--- src/tfra_pkg.sv ---
`default_nettype none
// ----------------------------------------------------------------------------
// Tagged field record assembler package
// Shared widths, codes and bundle types of the record assembler.
// ----------------------------------------------------------------------------
package tfra_pkg;

   localparam int SlotCount = 6;
   localparam int IdWidth   = 11;
   localparam int WordWidth = 32;
   localparam int CsrIndexWidth = 3;

   localparam logic [SlotCount-1:0] FullMask = '1;
   localparam logic [WordWidth-1:0] TimeoutReset = 32'd1000;

   // Register indexes of the configuration port.
   localparam logic [CsrIndexWidth-1:0] REG_ID_RMS         = 3'd0;
   localparam logic [CsrIndexWidth-1:0] REG_ID_CREST       = 3'd1;
   localparam logic [CsrIndexWidth-1:0] REG_ID_PEAK        = 3'd2;
   localparam logic [CsrIndexWidth-1:0] REG_ID_TEMPERATURE = 3'd3;
   localparam logic [CsrIndexWidth-1:0] REG_ID_CURRENT     = 3'd4;
   localparam logic [CsrIndexWidth-1:0] REG_ID_SPEED       = 3'd5;
   localparam logic [CsrIndexWidth-1:0] REG_TIMEOUT        = 3'd6;

   typedef enum logic {
      CMD_FIELD = 1'b0,
      CMD_TICK  = 1'b1
   } cmd_type;

   typedef struct packed {
      cmd_type              cmd;
      logic [IdWidth-1:0]   msg_id;
      logic [WordWidth-1:0] field_word;
      logic [WordWidth-1:0] time_now;
   } item_type;

   typedef struct packed {
      logic [SlotCount-1:0][IdWidth-1:0] ids;
      logic [WordWidth-1:0]              timeout_limit;
   } cfg_type;

   typedef struct packed {
      logic                                record_done;
      logic                                record_dropped;
      logic [SlotCount-1:0]                present_bits;
      logic [SlotCount-1:0][WordWidth-1:0] words;
   } result_type;

endpackage : tfra_pkg
`default_nettype wire

--- src/tagged_field_record_assembler_top.sv ---
`default_nettype none
// ----------------------------------------------------------------------------
// Tagged field record assembler
// Collects six tagged measurement words into one record and emits it when
// complete; tick words discard a partial record that has aged too long.
// ----------------------------------------------------------------------------
//  Channel   Direction  Contents
//  req_*     in         tuser: cmd; tdata: msg_id, field_word, time_now
//  rsp_*     out        tuser: record_done, record_dropped; tdata: mask, words
//  csr_*     in         register index and write data, always ready
//
// One word is accepted every cycle while the result register is not stalled; the
// input register holds the word and the result register takes its result when
// the held word advances.
// Reset loads the identifier and timeout defaults and empties the record.
// A stalled result register holds the input register, which then drops
// req_tready; no word is lost or processed twice.
// ----------------------------------------------------------------------------
module tagged_field_record_assembler_top
   import tfra_pkg::*;
(
   input  wire logic                     clock,
   input  wire logic                     reset,
   // Input words.
   input  wire logic                     req_tvalid,
   output      logic                     req_tready,
   input  wire logic [79:0]              req_tdata,  // msg_id, field_word, time_now
   input  wire logic [0:0]               req_tuser,  // cmd
   // Results.
   output      logic                     rsp_tvalid,
   input  wire logic                     rsp_tready,
   output      logic [199:0]             rsp_tdata,  // present_bits, out_rms, out_crest,
                                                     // out_peak, out_temperature,
                                                     // out_current, out_speed
   output      logic [1:0]               rsp_tuser,  // record_done, record_dropped
   // Configuration writes.
   input  wire logic                     csr_valid,
   output      logic                     csr_ready,
   input  wire logic [CsrIndexWidth-1:0] csr_index,
   input  wire logic [WordWidth-1:0]     csr_data
);

   cfg_type    cfg_ff, cfg_in;
   item_type   item_ff;
   logic       item_valid_ff;
   result_type rsp_ff;
   logic       rsp_valid_ff;
   result_type result;
   logic       advance;

   assign csr_ready = 1'b1;

   always_comb begin
      cfg_in = cfg_ff;
      if (csr_valid) begin
         if (csr_index == REG_TIMEOUT) begin
            cfg_in.timeout_limit = csr_data;
         end else if (csr_index < REG_TIMEOUT) begin
            cfg_in.ids[csr_index] = csr_data[IdWidth-1:0];
         end
      end
   end

   always_ff @(posedge clock) begin
      if (reset) begin
         for (int i = 0; i < SlotCount; i++) begin
            cfg_ff.ids[i] <= IdWidth'(i);
         end
         cfg_ff.timeout_limit <= TimeoutReset;
      end else begin
         cfg_ff <= cfg_in;
      end
   end

   // The held word is processed when the result register is free or drains.
   assign advance    = item_valid_ff && (!rsp_valid_ff || rsp_tready);
   assign req_tready = !item_valid_ff || advance;

   always_ff @(posedge clock) begin
      if (reset) begin
         item_valid_ff <= 1'b0;
      end else if (req_tready) begin
         item_valid_ff <= req_tvalid;
      end
   end

   always_ff @(posedge clock) begin
      if (req_tvalid && req_tready) begin
         item_ff.cmd        <= cmd_type'(req_tuser[0]);
         item_ff.msg_id     <= req_tdata[10:0];
         item_ff.field_word <= req_tdata[42:11];
         item_ff.time_now   <= req_tdata[74:43];
      end
   end

   tfra_record u_record (
      .clock   (clock),
      .reset   (reset),
      .advance (advance),
      .item    (item_ff),
      .cfg     (cfg_ff),
      .result  (result)
   );

   always_ff @(posedge clock) begin
      if (reset) begin
         rsp_valid_ff <= 1'b0;
      end else if (advance) begin
         rsp_valid_ff <= 1'b1;
      end else if (rsp_tready) begin
         rsp_valid_ff <= 1'b0;
      end
   end

   always_ff @(posedge clock) begin
      if (advance) begin
         rsp_ff <= result;
      end
   end

   assign rsp_tvalid = rsp_valid_ff;
   assign rsp_tuser  = {rsp_ff.record_dropped, rsp_ff.record_done};
   assign rsp_tdata  = {2'b00, rsp_ff.words, rsp_ff.present_bits};

`ifndef SYNTHESIS
   a_done_or_drop : assert property (@(posedge clock) disable iff (reset)
      rsp_tvalid |-> !(rsp_ff.record_done && rsp_ff.record_dropped))
      else $error("record completed and dropped by the same word");

   a_done_empty : assert property (@(posedge clock) disable iff (reset)
      (rsp_tvalid && rsp_ff.record_done) |-> (rsp_ff.present_bits == '0))
      else $error("completed record left present bits set");

   a_never_full : assert property (@(posedge clock) disable iff (reset)
      rsp_tvalid |-> (rsp_ff.present_bits != FullMask))
      else $error("full record was not emitted");

   a_stall_holds : assert property (@(posedge clock) disable iff (reset)
      (item_valid_ff && rsp_valid_ff && !rsp_tready) |-> !req_tready)
      else $error("input accepted while the held word is stalled");
`endif

endmodule : tagged_field_record_assembler_top
`default_nettype wire

--- src/tfra_record.sv ---
`default_nettype none
// ----------------------------------------------------------------------------
// Tagged field record assembler: record state
// Holds the six slot words, the present mask and the first arrival time, and
// works out the result of one word in a single pass.
// ----------------------------------------------------------------------------
module tfra_record
   import tfra_pkg::*;
(
   input  wire logic       clock,
   input  wire logic       reset,
   input  wire logic       advance,
   input  wire item_type   item,
   input  wire cfg_type    cfg,
   output      result_type result
);

   logic [SlotCount-1:0][WordWidth-1:0] slot_ff, slot_in;
   logic [SlotCount-1:0]                mask_ff, mask_in;
   logic [WordWidth-1:0]                first_ff, first_in;

   logic [SlotCount-1:0] hit_vec;
   logic                 hit_any;
   logic                 is_field;
   logic [SlotCount-1:0] mask_set;
   logic [WordWidth-1:0] age;
   logic                 done;
   logic                 stale;

   // The lowest slot whose identifier matches takes the word.
   always_comb begin
      logic found;
      found   = 1'b0;
      hit_vec = '0;
      for (int i = 0; i < SlotCount; i++) begin
         if (!found && cfg.ids[i] == item.msg_id) begin
            hit_vec[i] = 1'b1;
            found      = 1'b1;
         end
      end
   end

   assign hit_any  = |hit_vec;
   assign is_field = (item.cmd == CMD_FIELD);
   assign mask_set = mask_ff | hit_vec;
   assign age      = item.time_now - first_ff;
   assign done     = is_field && hit_any && (mask_set == FullMask);
   assign stale    = !is_field && (mask_ff != '0) && (age > cfg.timeout_limit);

   always_comb begin
      for (int i = 0; i < SlotCount; i++) begin
         slot_in[i] = (is_field && hit_vec[i]) ? item.field_word : slot_ff[i];
      end

      if (done || stale) begin
         mask_in = '0;
      end else if (is_field) begin
         mask_in = mask_set;
      end else begin
         mask_in = mask_ff;
      end

      first_in = (is_field && hit_any && mask_ff == '0) ? item.time_now : first_ff;
   end

   always_comb begin
      result.record_done    = done;
      result.record_dropped = stale;
      result.present_bits   = mask_in;
      result.words          = done ? slot_in : '0;
   end

   // Slot words and the time stamp are only read once a present bit covers
   // them, so they carry no reset.
   always_ff @(posedge clock) begin
      if (reset) begin
         mask_ff <= '0;
      end else if (advance) begin
         mask_ff <= mask_in;
      end
   end

   always_ff @(posedge clock) begin
      if (advance) begin
         slot_ff  <= slot_in;
         first_ff <= first_in;
      end
   end

endmodule : tfra_record
`default_nettype wire

--- config.mk ---
export PLATFORM = sky130hd
export DESIGN_NAME = tagged_field_record_assembler_top
export DESIGN_NICKNAME = d
export VERILOG_FILES = /design/src/tfra_pkg.sv /design/src/tagged_field_record_assembler_top.sv /design/src/tfra_record.sv
export SDC_FILE = /design/constraint.sdc
export NUM_CORES = 1
export LEC_CHECK = 0
export BUFFER_PORTS_ARGS = -buffer_cell sky130_fd_sc_hd__buf_2
export CAP_MARGIN = 20
export CORE_MARGIN = 4
export CORE_UTILIZATION = 50
export CTS_CLUSTER_SIZE = 16
export DETAILED_ROUTE_END_ITERATION = 10
export PLACE_DENSITY = 0.73
export SLEW_MARGIN = 20
export SYNTH_ARGS = -nofsm -noshare
export SYNTH_HDL_FRONTEND = slang
export SYNTH_SLANG_ARGS = --single-unit
export TNS_END_PERCENT = 30
--- constraint.sdc ---
create_clock -name clock -period 26.7 [get_ports clock]
set_input_delay 5.34 -clock clock [delete_from_list [all_inputs] [get_ports clock]]
set_output_delay 5.34 -clock clock [all_outputs]
set_load 0.02 [all_outputs]
After elaboration in Yosys (flattened, before gate mapping)
Cells that the tools add are included.
{"block": "classes", "n_addsub": 1, "n_lt_le_gt_ge": 4, "eq_ne": 8, "n_mux": 23, "bitwise": 3, "reduce_logical": 36}
{"operator": "32-bit 2-to-1 mux", "count": 6}
{"operator": "66-bit bitwise mux", "count": 1}
{"operator": "11-bit == test", "count": 6}
{"operator": "11-bit demux with 3-bit select", "count": 1}
{"operator": "32-bit greater-than comparator", "count": 1}
{"operator": "32-bit subtractor", "count": 1}
{"operator": "1-bit logical AND", "count": 19}
{"operator": "1-bit 2-to-1 mux", "count": 12}
{"operator": "6-bit 2-to-1 mux", "count": 2}
{"operator": "11-bit 2-to-1 mux", "count": 1}
{"operator": "1-bit zero test", "count": 7}
{"operator": "6-bit == test (second input constant)", "count": 1}
{"operator": "6-bit zero test", "count": 1}
{"operator": "6-bit OR", "count": 1}
{"operator": "6-bit nonzero test", "count": 1}
{"operator": "6-bit OR reduction", "count": 1}
{"operator": "3-bit by 4-bit less-than comparator with 1-bit output (second input constant)", "count": 1}
{"operator": "2-bit AND reduction", "count": 2}
{"operator": "3-bit == test (second input constant)", "count": 1}
{"operator": "3-bit by 1-bit >= comparator with 1-bit output (second input constant)", "count": 1}
{"operator": "1-bit logical OR", "count": 3}
{"operator": "3-bit less-than comparator (second input constant)", "count": 1}
{"operator": "3-bit AND reduction", "count": 1}
{"operator": "1-bit NOT", "count": 2}
{"operator": "2-bit nonzero test", "count": 1}
{"block": "totals", "regBits": 606, "input_bits": 121, "output_inout_bits": 205, "wordCells": 105}

Longest topological paths before layout
Gate-level depths: netlist (run 1).
{"block": "depth", "depth_word": 22, "mapped_depth": 21, "ltp_nobuf": 21}

Hierarchy
A second synthesis (run 1) with hierarchy kept.
{"block": "unflattened", "cells_unflattened": 1899, "area_unflattened_um2": 26487.9}
{"mod": "tfra_record", "n_inst": 1, "cells_per_inst": 1234, "area_per_inst_um2": 14079.8, "seq_area_each_um2": 6846.6}
{"mod": "tagged_field_record_assembler_top", "n_inst": 1, "cells_per_inst": 665, "area_per_inst_um2": 12408.2, "seq_area_each_um2": 10289.9}

Worst setup path before layout (run 1)
No wires, ideal clock.
{"block": "synth_path", "kind": "input to register", "start": "input port rsp_tready", "end": "register u_record.first_ff[0], enable pin", "setup_time_ps": 470, "arrival_time_ps": 27813, "t_required_ps": 26230, "slack_ps": -1583, "cell_stages": 4, "n_path_buf": 0, "cell_sequence": "nor2b_1 -> nor2b_1 -> nand2b_1 -> a211oi_1"}
{"block": "synth_via", "elab_chain_cells": 3}
{"item": "start, declared", "line": "tagged_field_record_assembler_top.sv:31", "text": "input wire logic rsp_tready,"}
{"item": "1-bit logical OR", "line": "tagged_field_record_assembler_top.sv:76", "text": "assign advance = item_valid_ff && (!rsp_valid_ff || rsp_tready);"}
{"item": "1-bit logical AND", "line": "tagged_field_record_assembler_top.sv:76"}
{"item": "via advance", "line": "tagged_field_record_assembler_top.sv:49", "text": "logic advance;"}
{"item": "2-bit AND reduction (no source line)"}
{"item": "end signal, assigned", "line": "tfra_record.sv:86", "text": "first_ff <= first_in;"}
{"item": "end, declared", "line": "tfra_record.sv:20", "text": "logic [WordWidth-1:0] first_ff, first_in;"}
The timed path passes the listed nets, and every way through them passes these cells.
A chain may end at the register's enable or synchronous reset.

Worst setup path in the final report (run 1)
{"block": "layout_path", "start": "input port rsp_tready", "end": "output port req_tready"}
{"block": "layout_via", "elab_chain_cells": 3}
{"item": "1-bit logical OR", "line": "tagged_field_record_assembler_top.sv:76"}
{"item": "1-bit logical AND", "line": "tagged_field_record_assembler_top.sv:76"}
{"item": "1-bit logical OR", "line": "tagged_field_record_assembler_top.sv:77", "text": "assign req_tready = !item_valid_ff || advance;"}
{"item": "end, declared", "line": "tagged_field_record_assembler_top.sv:26", "text": "output logic req_tready,"}
No other way between the ends.

==> impl_metrics.xml, run 1 <==
<?xml version="1.0" encoding="UTF-8"?>
<metrics>
  <group name="yosys">
    <metric name="synth-main-ff-cell" unit="">edfxtp_1</metric>
    <metric name="synth.lib_cells_used.distinct" unit="">68</metric>
    <metric name="yosys_warnings" unit="">0</metric>
    <metric name="avgSynthCellArea" unit="um2">13.6</metric>
    <metric name="synth_area_leaders" unit="">edfxtp_1, dfxtp_1, mux2_2</metric>
    <metric name="number_of_flops_mapped_to_enable_cells_by_yosys" unit="">500</metric>
    <metric name="yosys_register_bits" unit="">606</metric>
    <metric name="gate_count_after_technology_mapping" unit="">1921</metric>
    <metric name="async_reset_ff_share" unit="%">0</metric>
    <metric name="synth_top_cell_by_area" unit="">edfxtp_1</metric>
    <metric name="synth_seq_area_share" unit="%">65.6</metric>
    <metric name="netlist_area_pre_place" unit="um2">26100</metric>
    <metric name="synthDominantCellAreaShare" unit="%">57.5</metric>
  </group>
  <group name="cells_and_area">
    <metric name="layout-drive-gt1-share" unit="%">27.8</metric>
    <metric name="layout.nets" unit="">2417</metric>
    <metric name="final_cell_mix" unit="">edfxtp_1, buf_2, nand2_1, nor2b_1, mux2_2</metric>
    <metric name="multiInputGateArea" unit="um2">8230</metric>
    <metric name="n_antenna_cell" unit="">0</metric>
    <metric name="postLayoutCellArea" unit="um2">30300</metric>
    <metric name="layout.cells.most_common" unit="">edfxtp_1</metric>
    <metric name="n_fill_cell" unit="">4066</metric>
    <metric name="ff_latch_area" unit="um2">17100</metric>
    <metric name="layout.core_utilization" unit="%">58.9</metric>
    <metric name="synthToLayoutAreaGrowth" unit="%">16.1</metric>
  </group>
  <group name="power">
    <metric name="p_leak" unit="uW">0.0109</metric>
    <metric name="p_clk_share" unit="%">41.9</metric>
    <metric name="swShare" unit="%">22.1</metric>
    <metric name="power.ir.vdd_worst" unit="mV">0.0523</metric>
    <metric name="share_comb_of_total_power" unit="%">6.6</metric>
    <metric name="cellPowerDensity" unit="nW/um2">69.3</metric>
    <metric name="power.internal" unit="uW">1640</metric>
    <metric name="power.switching" unit="uW">464</metric>
    <metric name="p_seq_share" unit="%">51.6</metric>
  </group>
  <group name="worst_setup_path">
    <metric name="timing.critical_path.buf_inv" unit="">2</metric>
    <metric name="endpoint_kind" unit="">output pin</metric>
    <metric name="cpLargestDelayFamily" unit="">simple AND/OR/NAND/NOR gates</metric>
    <metric name="path_class" unit="">input pin to output pin</metric>
    <metric name="setup.reg_to_reg.worst_slack" unit="ps">21570</metric>
    <metric name="critical_path.max_fanout" unit="">4</metric>
    <metric name="start_kind" unit="">input pin</metric>
    <metric name="worst-endpoint-required" unit="ps">21360</metric>
    <metric name="crit_path_most_repeated_cell" unit="">buf_2</metric>
    <metric name="cp_slowest_stage_delay" unit="ps">300</metric>
    <metric name="crit_chain" unit="">buf_2 -&gt; nor2b_1 -&gt; nand2_1 -&gt; buf_2</metric>
    <metric name="worst_path_max_delay_cell" unit="">nor2b_1</metric>
    <metric name="critPathArrivalTime" unit="ps">6060</metric>
  </group>
  <group name="job">
    <metric name="max-cap-violations" unit="">0</metric>
  </group>
  <group name="timing">
    <metric name="final_min_period_over_clock_period" unit="%">42.7</metric>
    <metric name="setup_repair_after_global_routing_missed_its_margin" unit="">false</metric>
    <metric name="finalSetupViolCount" unit="">0</metric>
    <metric name="tightestPinTransition" unit="ps">1160</metric>
    <metric name="final.setup.tns" unit="ps">0</metric>
    <metric name="fmax" unit="GHz">0.0877</metric>
    <metric name="slew_headroom" unit="%">22.9</metric>
    <metric name="slew_violations" unit="">0</metric>
    <metric name="finalHoldViolCount" unit="">0</metric>
    <metric name="skew" unit="ps">16.5</metric>
    <metric name="layout_min_cycle_time" unit="ps">11400</metric>
  </group>
  <group name="die">
    <metric name="io-pin-count" unit="">326</metric>
    <metric name="placeableCoreArea" unit="um2">51500</metric>
    <metric name="die_y" unit="um">237</metric>
    <metric name="floorplan.die.width" unit="um">237</metric>
    <metric name="die_area" unit="um2">56000</metric>
    <metric name="rows" unit="">83</metric>
    <metric name="initial_core_util" unit="%">50.7</metric>
  </group>
  <group name="outcome">
    <metric name="status" unit="">completed</metric>
  </group>
  <group name="global_routing">
    <metric name="grt_overflow_total" unit="">0</metric>
    <metric name="grt_pass1_wl" unit="mm">90.4</metric>
    <metric name="grt_usage" unit="%">20.3</metric>
    <metric name="first_global_vias" unit="">15900</metric>
    <metric name="antenna_found_initial" unit="">3</metric>
    <metric name="grt_start_max_net_pins" unit="">184</metric>
  </group>
  <group name="route">
    <metric name="route.detailed.wl_per_inst" unit="um">19.8</metric>
    <metric name="ant_nets" unit="">0</metric>
    <metric name="vias" unit="">16000</metric>
    <metric name="detail_route.first_pass.iterations" unit="">5</metric>
    <metric name="finalWirelength" unit="mm">58.7</metric>
    <metric name="vias_per_cell" unit="">5.39</metric>
    <metric name="drcViolationCount" unit="">0</metric>
    <metric name="initialDrtViolationCount" unit="">1262</metric>
  </group>
  <group name="cts">
    <metric name="cts_hold_repair.buffers" unit="">0</metric>
    <metric name="cts_max_level" unit="">2</metric>
    <metric name="clk_pin_slew" unit="ps">50</metric>
    <metric name="cts-resized-gates" unit="">0</metric>
    <metric name="cts_tree" unit="">yes</metric>
    <metric name="root_buffer" unit="">clkbuf_16</metric>
    <metric name="cts_setup_buffers" unit="">0</metric>
    <metric name="clock_path_buffers" unit="">3</metric>
    <metric name="clkSinkCount" unit="">606</metric>
    <metric name="clock_latency_at_the_later_pin_of_the_worst_skew_pair" unit="ps">620</metric>
    <metric name="cts_buffers" unit="">61</metric>
  </group>
  <group name="placed_design">
    <metric name="dp_hpwl" unit="mm">38.2</metric>
    <metric name="portBuffers" unit="">317</metric>
    <metric name="globalplace.congestion" unit="">0.889</metric>
    <metric name="placedInstanceArea" unit="um2">28200</metric>
  </group>
  <group name="worst_hold_path">
    <metric name="hold_class" unit="">flop to flop</metric>
  </group>
</metrics>
==> flip-flops by register name (all words and copies together), names as in the netlist, 2 cells and up <==
| register | count |
|---|---|
| u_record.mask_ff | 6 |
| item_ff | 76 |
| rsp_tdata | 198 |
| cfg_ff | 98 |
| u_record.first_ff | 32 |
| rsp_tuser | 2 |
| u_record.slot_ff | 192 |
==> worst register-to-register path, cell delays in order (launching register included) <==
cell,delay [ps]
edfxtp_1,400
ha_1,390
and2_0,400
nand4_1,220
or4_1,650
and4_4,220
nor3_4,270
a21o_1,150
a21oi_1,70
xnor2_1,160
ha_1,280
and3_1,150
nand4_1,240
or4_1,650
nand3_1,120
a21oi_1,110
and2b_4,360
o21a_1,150
==> final cells by class <==
cell class | instances | area share (%)
Sequential cell | 606 | 56.5
Multi-Input combinational cell | 1153 | 27.1
Clock inverter | 38 | 1.51
Clock buffer | 75 | 5.41
Timing Repair Buffer | 334 | 5.69
Inverter | 76 | 0.941
Tap cell | 680 | 2.81
==> per-stage QoR <==
| stage | std cells | hold slack [ps] | total power (uW) | setup slack [ps] |
|---|---|---|---|---|
| finish | 2962 | 455 | 2100 | 15300 |
| global route | 2962 | 464 | 2180 | 15270 |
| CTS | 2962 | 457 | 2120 | 15300 |
| floorplan | 1922 | 426 | 1200 | 6890 |
| detailed placement | 2849 | 446 | 1240 | 15310 |
| global placement | 2849 | 441 | 1240 | 15340 |
==> power by group through the flow <==
stage / Sequential (uW) / Clock, uW / Combinational, uW
final: 1080 / 880 / 138
after global routing: 1090 / 940 / 151
after CTS: 1080 / 899 / 139
after detailed placement: 1100 / 0 / 138
after global placement: 1100 / 0 / 134
after floorplan: 1120 / 0 / 72.2
==> worst paths after layout <==
| path | startpoint | to | cells after the start |
|---|---|---|---|
| worst min-delay path | cfg_ff[29] | cfg_ff[29] | 2 |
| worst min register to register | cfg_ff[29] | cfg_ff[29] | 2 |
| worst max register to register | item_ff[13] | rsp_tdata[1] | 17 |
| worst max-delay path | rsp_tready | req_tready | 4 |
==> layer usage <==
metal | GRT usage [%] | part of all wire [%] | vias up
li1 | - | - | 7473
met1 | 27.3 | 42 | 7899
met2 | 33.6 | 49 | 472
met3 | 4.13 | 6.0 | 107
met4 | 6.44 | 2.9 | 6
met5 | 0 | 0.058 | -
==> cells by family (layout without fill, tap and decap cells) <==
family	Yosys count	after routing	synth area share (%)
flops	606	606	65.6
simple gates	587	587	11.8
compound gates	215	215	5.03
mux	192	192	8.28
buf+inv	163	523	3.10
xor+xnor	92	92	3.09
fa+ha+maj	64	64	3.10
other cells	2	3	0.0288
==> synthesized netlist by cell type (4+ instances only) <==
cell type	n
and3_1	5
clkbuf_1	35
buf_4	14
nand3b_1	14
o21ai_0	18
nand2_1	223
o211ai_1	6
buf_2	21
nor3_1	19
edfxtp_1	500
a21o_1	18
and2_1	4
mux2_2	186
and4_1	4
inv_1	76
nand2b_1	6
a211oi_1	7
nor4_1	8
a21oi_1	124
xor2_1	63
nand3_1	22
xnor2_1	29
nor2_1	47
ha_1	63
a21boi_0	4
dfxtp_1	106
mux2_1	6
o21a_1	12
nand4_1	12
nor2b_1	200
buf_6	16
a31oi_1	4
Note: power is estimated with default switching activity, not from simulation.
==> run 2, diff against run 1 <==
Settings changed: PLACE_DENSITY 0.73 to 0.7.
Clock period 26.7 ns to 11.7 ns, I/O delays scaled along.
==> impl_metrics.xml, run 2 (synthesis gave the netlist of run 1 again) <==
<?xml version="1.0" encoding="UTF-8"?>
<metrics>
  <group name="route">
    <metric name="vias" unit="">16000</metric>
    <metric name="initialDrtViolationCount" unit="">1170</metric>
    <metric name="route.detailed.wl_per_inst" unit="um">19.9</metric>
    <metric name="drcViolationCount" unit="">0</metric>
    <metric name="detail_route.first_pass.iterations" unit="">5</metric>
    <metric name="ant_nets" unit="">0</metric>
    <metric name="vias_per_cell" unit="">5.39</metric>
    <metric name="finalWirelength" unit="mm">59.1</metric>
  </group>
  <group name="worst_setup_path">
    <metric name="critical_path.reg2reg.startpoint" unit="">item_ff[13]</metric>
    <metric name="endpoint_kind" unit="">output pin</metric>
    <metric name="r2r-end" unit="">rsp_tdata[2]</metric>
    <metric name="reg2regPathDepth" unit="">17</metric>
    <metric name="critPathArrivalTime" unit="ps">3070</metric>
    <metric name="critical_path.max_fanout" unit="">4</metric>
    <metric name="setup.reg_to_reg.worst_slack" unit="ps">6630</metric>
    <metric name="path_class" unit="">input pin to output pin</metric>
    <metric name="start_kind" unit="">input pin</metric>
    <metric name="worst-endpoint-required" unit="ps">9360</metric>
  </group>
  <group name="die">
    <metric name="rows" unit="">83</metric>
    <metric name="floorplan.die.width" unit="um">237</metric>
    <metric name="io-pin-count" unit="">326</metric>
    <metric name="die_y" unit="um">237</metric>
    <metric name="die_area" unit="um2">56000</metric>
    <metric name="initial_core_util" unit="%">50.7</metric>
    <metric name="placeableCoreArea" unit="um2">51500</metric>
  </group>
  <group name="timing">
    <metric name="skew" unit="ps">40.8</metric>
    <metric name="finalSetupViolCount" unit="">0</metric>
    <metric name="setup_repair_after_global_routing_missed_its_margin" unit="">false</metric>
    <metric name="finalHoldViolCount" unit="">0</metric>
    <metric name="fmax" unit="GHz">0.185</metric>
    <metric name="slew_violations" unit="">0</metric>
    <metric name="layout_min_cycle_time" unit="ps">5410</metric>
    <metric name="slew_headroom" unit="%">29.6</metric>
    <metric name="tightestPinTransition" unit="ps">1060</metric>
    <metric name="final_min_period_over_clock_period" unit="%">46.2</metric>
    <metric name="final.setup.tns" unit="ps">0</metric>
  </group>
  <group name="cts">
    <metric name="root_buffer" unit="">clkbuf_16</metric>
    <metric name="cts_hold_repair.buffers" unit="">0</metric>
    <metric name="cts-resized-gates" unit="">0</metric>
    <metric name="clock_path_buffers" unit="">3</metric>
    <metric name="cts_tree" unit="">yes</metric>
    <metric name="cts_setup_buffers" unit="">0</metric>
    <metric name="clkSinkCount" unit="">606</metric>
    <metric name="clk_pin_slew" unit="ps">50</metric>
    <metric name="cts_buffers" unit="">60</metric>
    <metric name="cts_max_level" unit="">2</metric>
    <metric name="clock_latency_at_the_later_pin_of_the_worst_skew_pair" unit="ps">630</metric>
  </group>
  <group name="cells_and_area">
    <metric name="synthToLayoutAreaGrowth" unit="%">16.2</metric>
    <metric name="final_cell_mix" unit="">edfxtp_1, buf_2, nand2_1, nor2b_1, mux2_2</metric>
    <metric name="multiInputGateArea" unit="um2">8230</metric>
    <metric name="layoutNonFillerInstCount" unit="">2966</metric>
    <metric name="ff_latch_area" unit="um2">17100</metric>
    <metric name="n_fill_cell" unit="">4140</metric>
    <metric name="postLayoutCellArea" unit="um2">30300</metric>
    <metric name="layout.cells.most_common" unit="">edfxtp_1</metric>
    <metric name="layout-drive-gt1-share" unit="%">28.5</metric>
    <metric name="layout.core_utilization" unit="%">58.9</metric>
    <metric name="largest_register_ff_count" unit="">198</metric>
    <metric name="layout.nets" unit="">2418</metric>
  </group>
  <group name="placed_design">
    <metric name="portBuffers" unit="">317</metric>
    <metric name="placedInstanceArea" unit="um2">28200</metric>
    <metric name="globalplace.congestion" unit="">0.876</metric>
    <metric name="place.detailed.instances" unit="">2851</metric>
    <metric name="dp_hpwl" unit="mm">38.6</metric>
  </group>
  <group name="global_routing">
    <metric name="first_global_vias" unit="">15800</metric>
    <metric name="grt_pass1_wl" unit="mm">90.4</metric>
    <metric name="grt_start_max_net_pins" unit="">101</metric>
    <metric name="antenna_found_initial" unit="">3</metric>
    <metric name="grt_usage" unit="%">20.4</metric>
    <metric name="grt_overflow_total" unit="">0</metric>
  </group>
  <group name="power">
    <metric name="p_leak" unit="uW">0.0109</metric>
    <metric name="cellPowerDensity" unit="nW/um2">158</metric>
    <metric name="power.ir.vdd_worst" unit="mV">0.142</metric>
  </group>
  <group name="worst_hold_path">
    <metric name="worstHoldEndpoint" unit="">u_record.first_ff[0]</metric>
    <metric name="hold_path.startpoint" unit="">item_ff[0]</metric>
    <metric name="min_delay_path_depth" unit="">0</metric>
    <metric name="hold_class" unit="">flop to flop</metric>
  </group>
  <group name="job">
    <metric name="max-cap-violations" unit="">0</metric>
  </group>
  <group name="outcome">
    <metric name="status" unit="">completed</metric>
  </group>
</metrics>
-- run 2: changes by cell type in the layout (fill, tap and decap cells not counted), sizes merged --
cell      delta
clkinvlp     +2
buf          +2
diode        +1
bufinv       +1
clkinv       +4
clkbuf       -6
-- run 2: worst max-delay path by stage --
stage / slack [ps] / startpoint / cells past startpoint / end
after floorplan: 800 / rsp_tready / 4 / u_record.first_ff[0]
after global placement: 6350 / rsp_tready / 4 / req_tready
after detailed placement: 6300 / rsp_tready / 4 / req_tready
after CTS: 6290 / rsp_tready / 4 / req_tready
after global routing: 6250 / rsp_tready / 4 / req_tready
final: 6290 / rsp_tready / 4 / req_tready
-- run 2: report_power, final --
part           leakage (uW)  switching [uW]  total (uW)  internal (uW)
registers           0.00544            48.2        2470           2430
logic               0.00445             199         314            115
clock network       0.00103             823        2010           1180
total                0.0109            1070        4790           3720
-- run 2: layer usage --
| layer | wire length, um | vias up | GRT usage [%] |
|---|---|---|---|
| met2 | 27600 | 514 | 32.4 |
| met5 | 13 | - | 0 |
| met1 | 25800 | 7877 | 28.5 |
| met3 | 3730 | 109 | 3.75 |
| li1 | - | 7476 | - |
| met4 | 1930 | 2 | 7.24 |
-- run 2: critical path, cell delays in order --
cell and delay, ps:
buf_2 100, nor2b_1 320, nand2_1 130, buf_2 180
-- run 2: cell type report --
type	instances	share of cell area, %
clock buffers	69	5.13
flip-flops and latches	606	56.5
diodes	1	0.00825
well taps	680	2.80
repair buffers	336	5.71
multi-input cells	1153	27.1
inverters	76	0.940
clock inverters	45	1.79
-- run 2: per-stage QoR --
stage	setup slack (ps)	hold slack [ps]	power, uW
after floorplan	802	426	2720
after global placement	6350	444	2820
after detailed placement	6300	443	2830
after CTS	6290	457	4850
after global routing	6250	459	4970
final	6290	450	4790
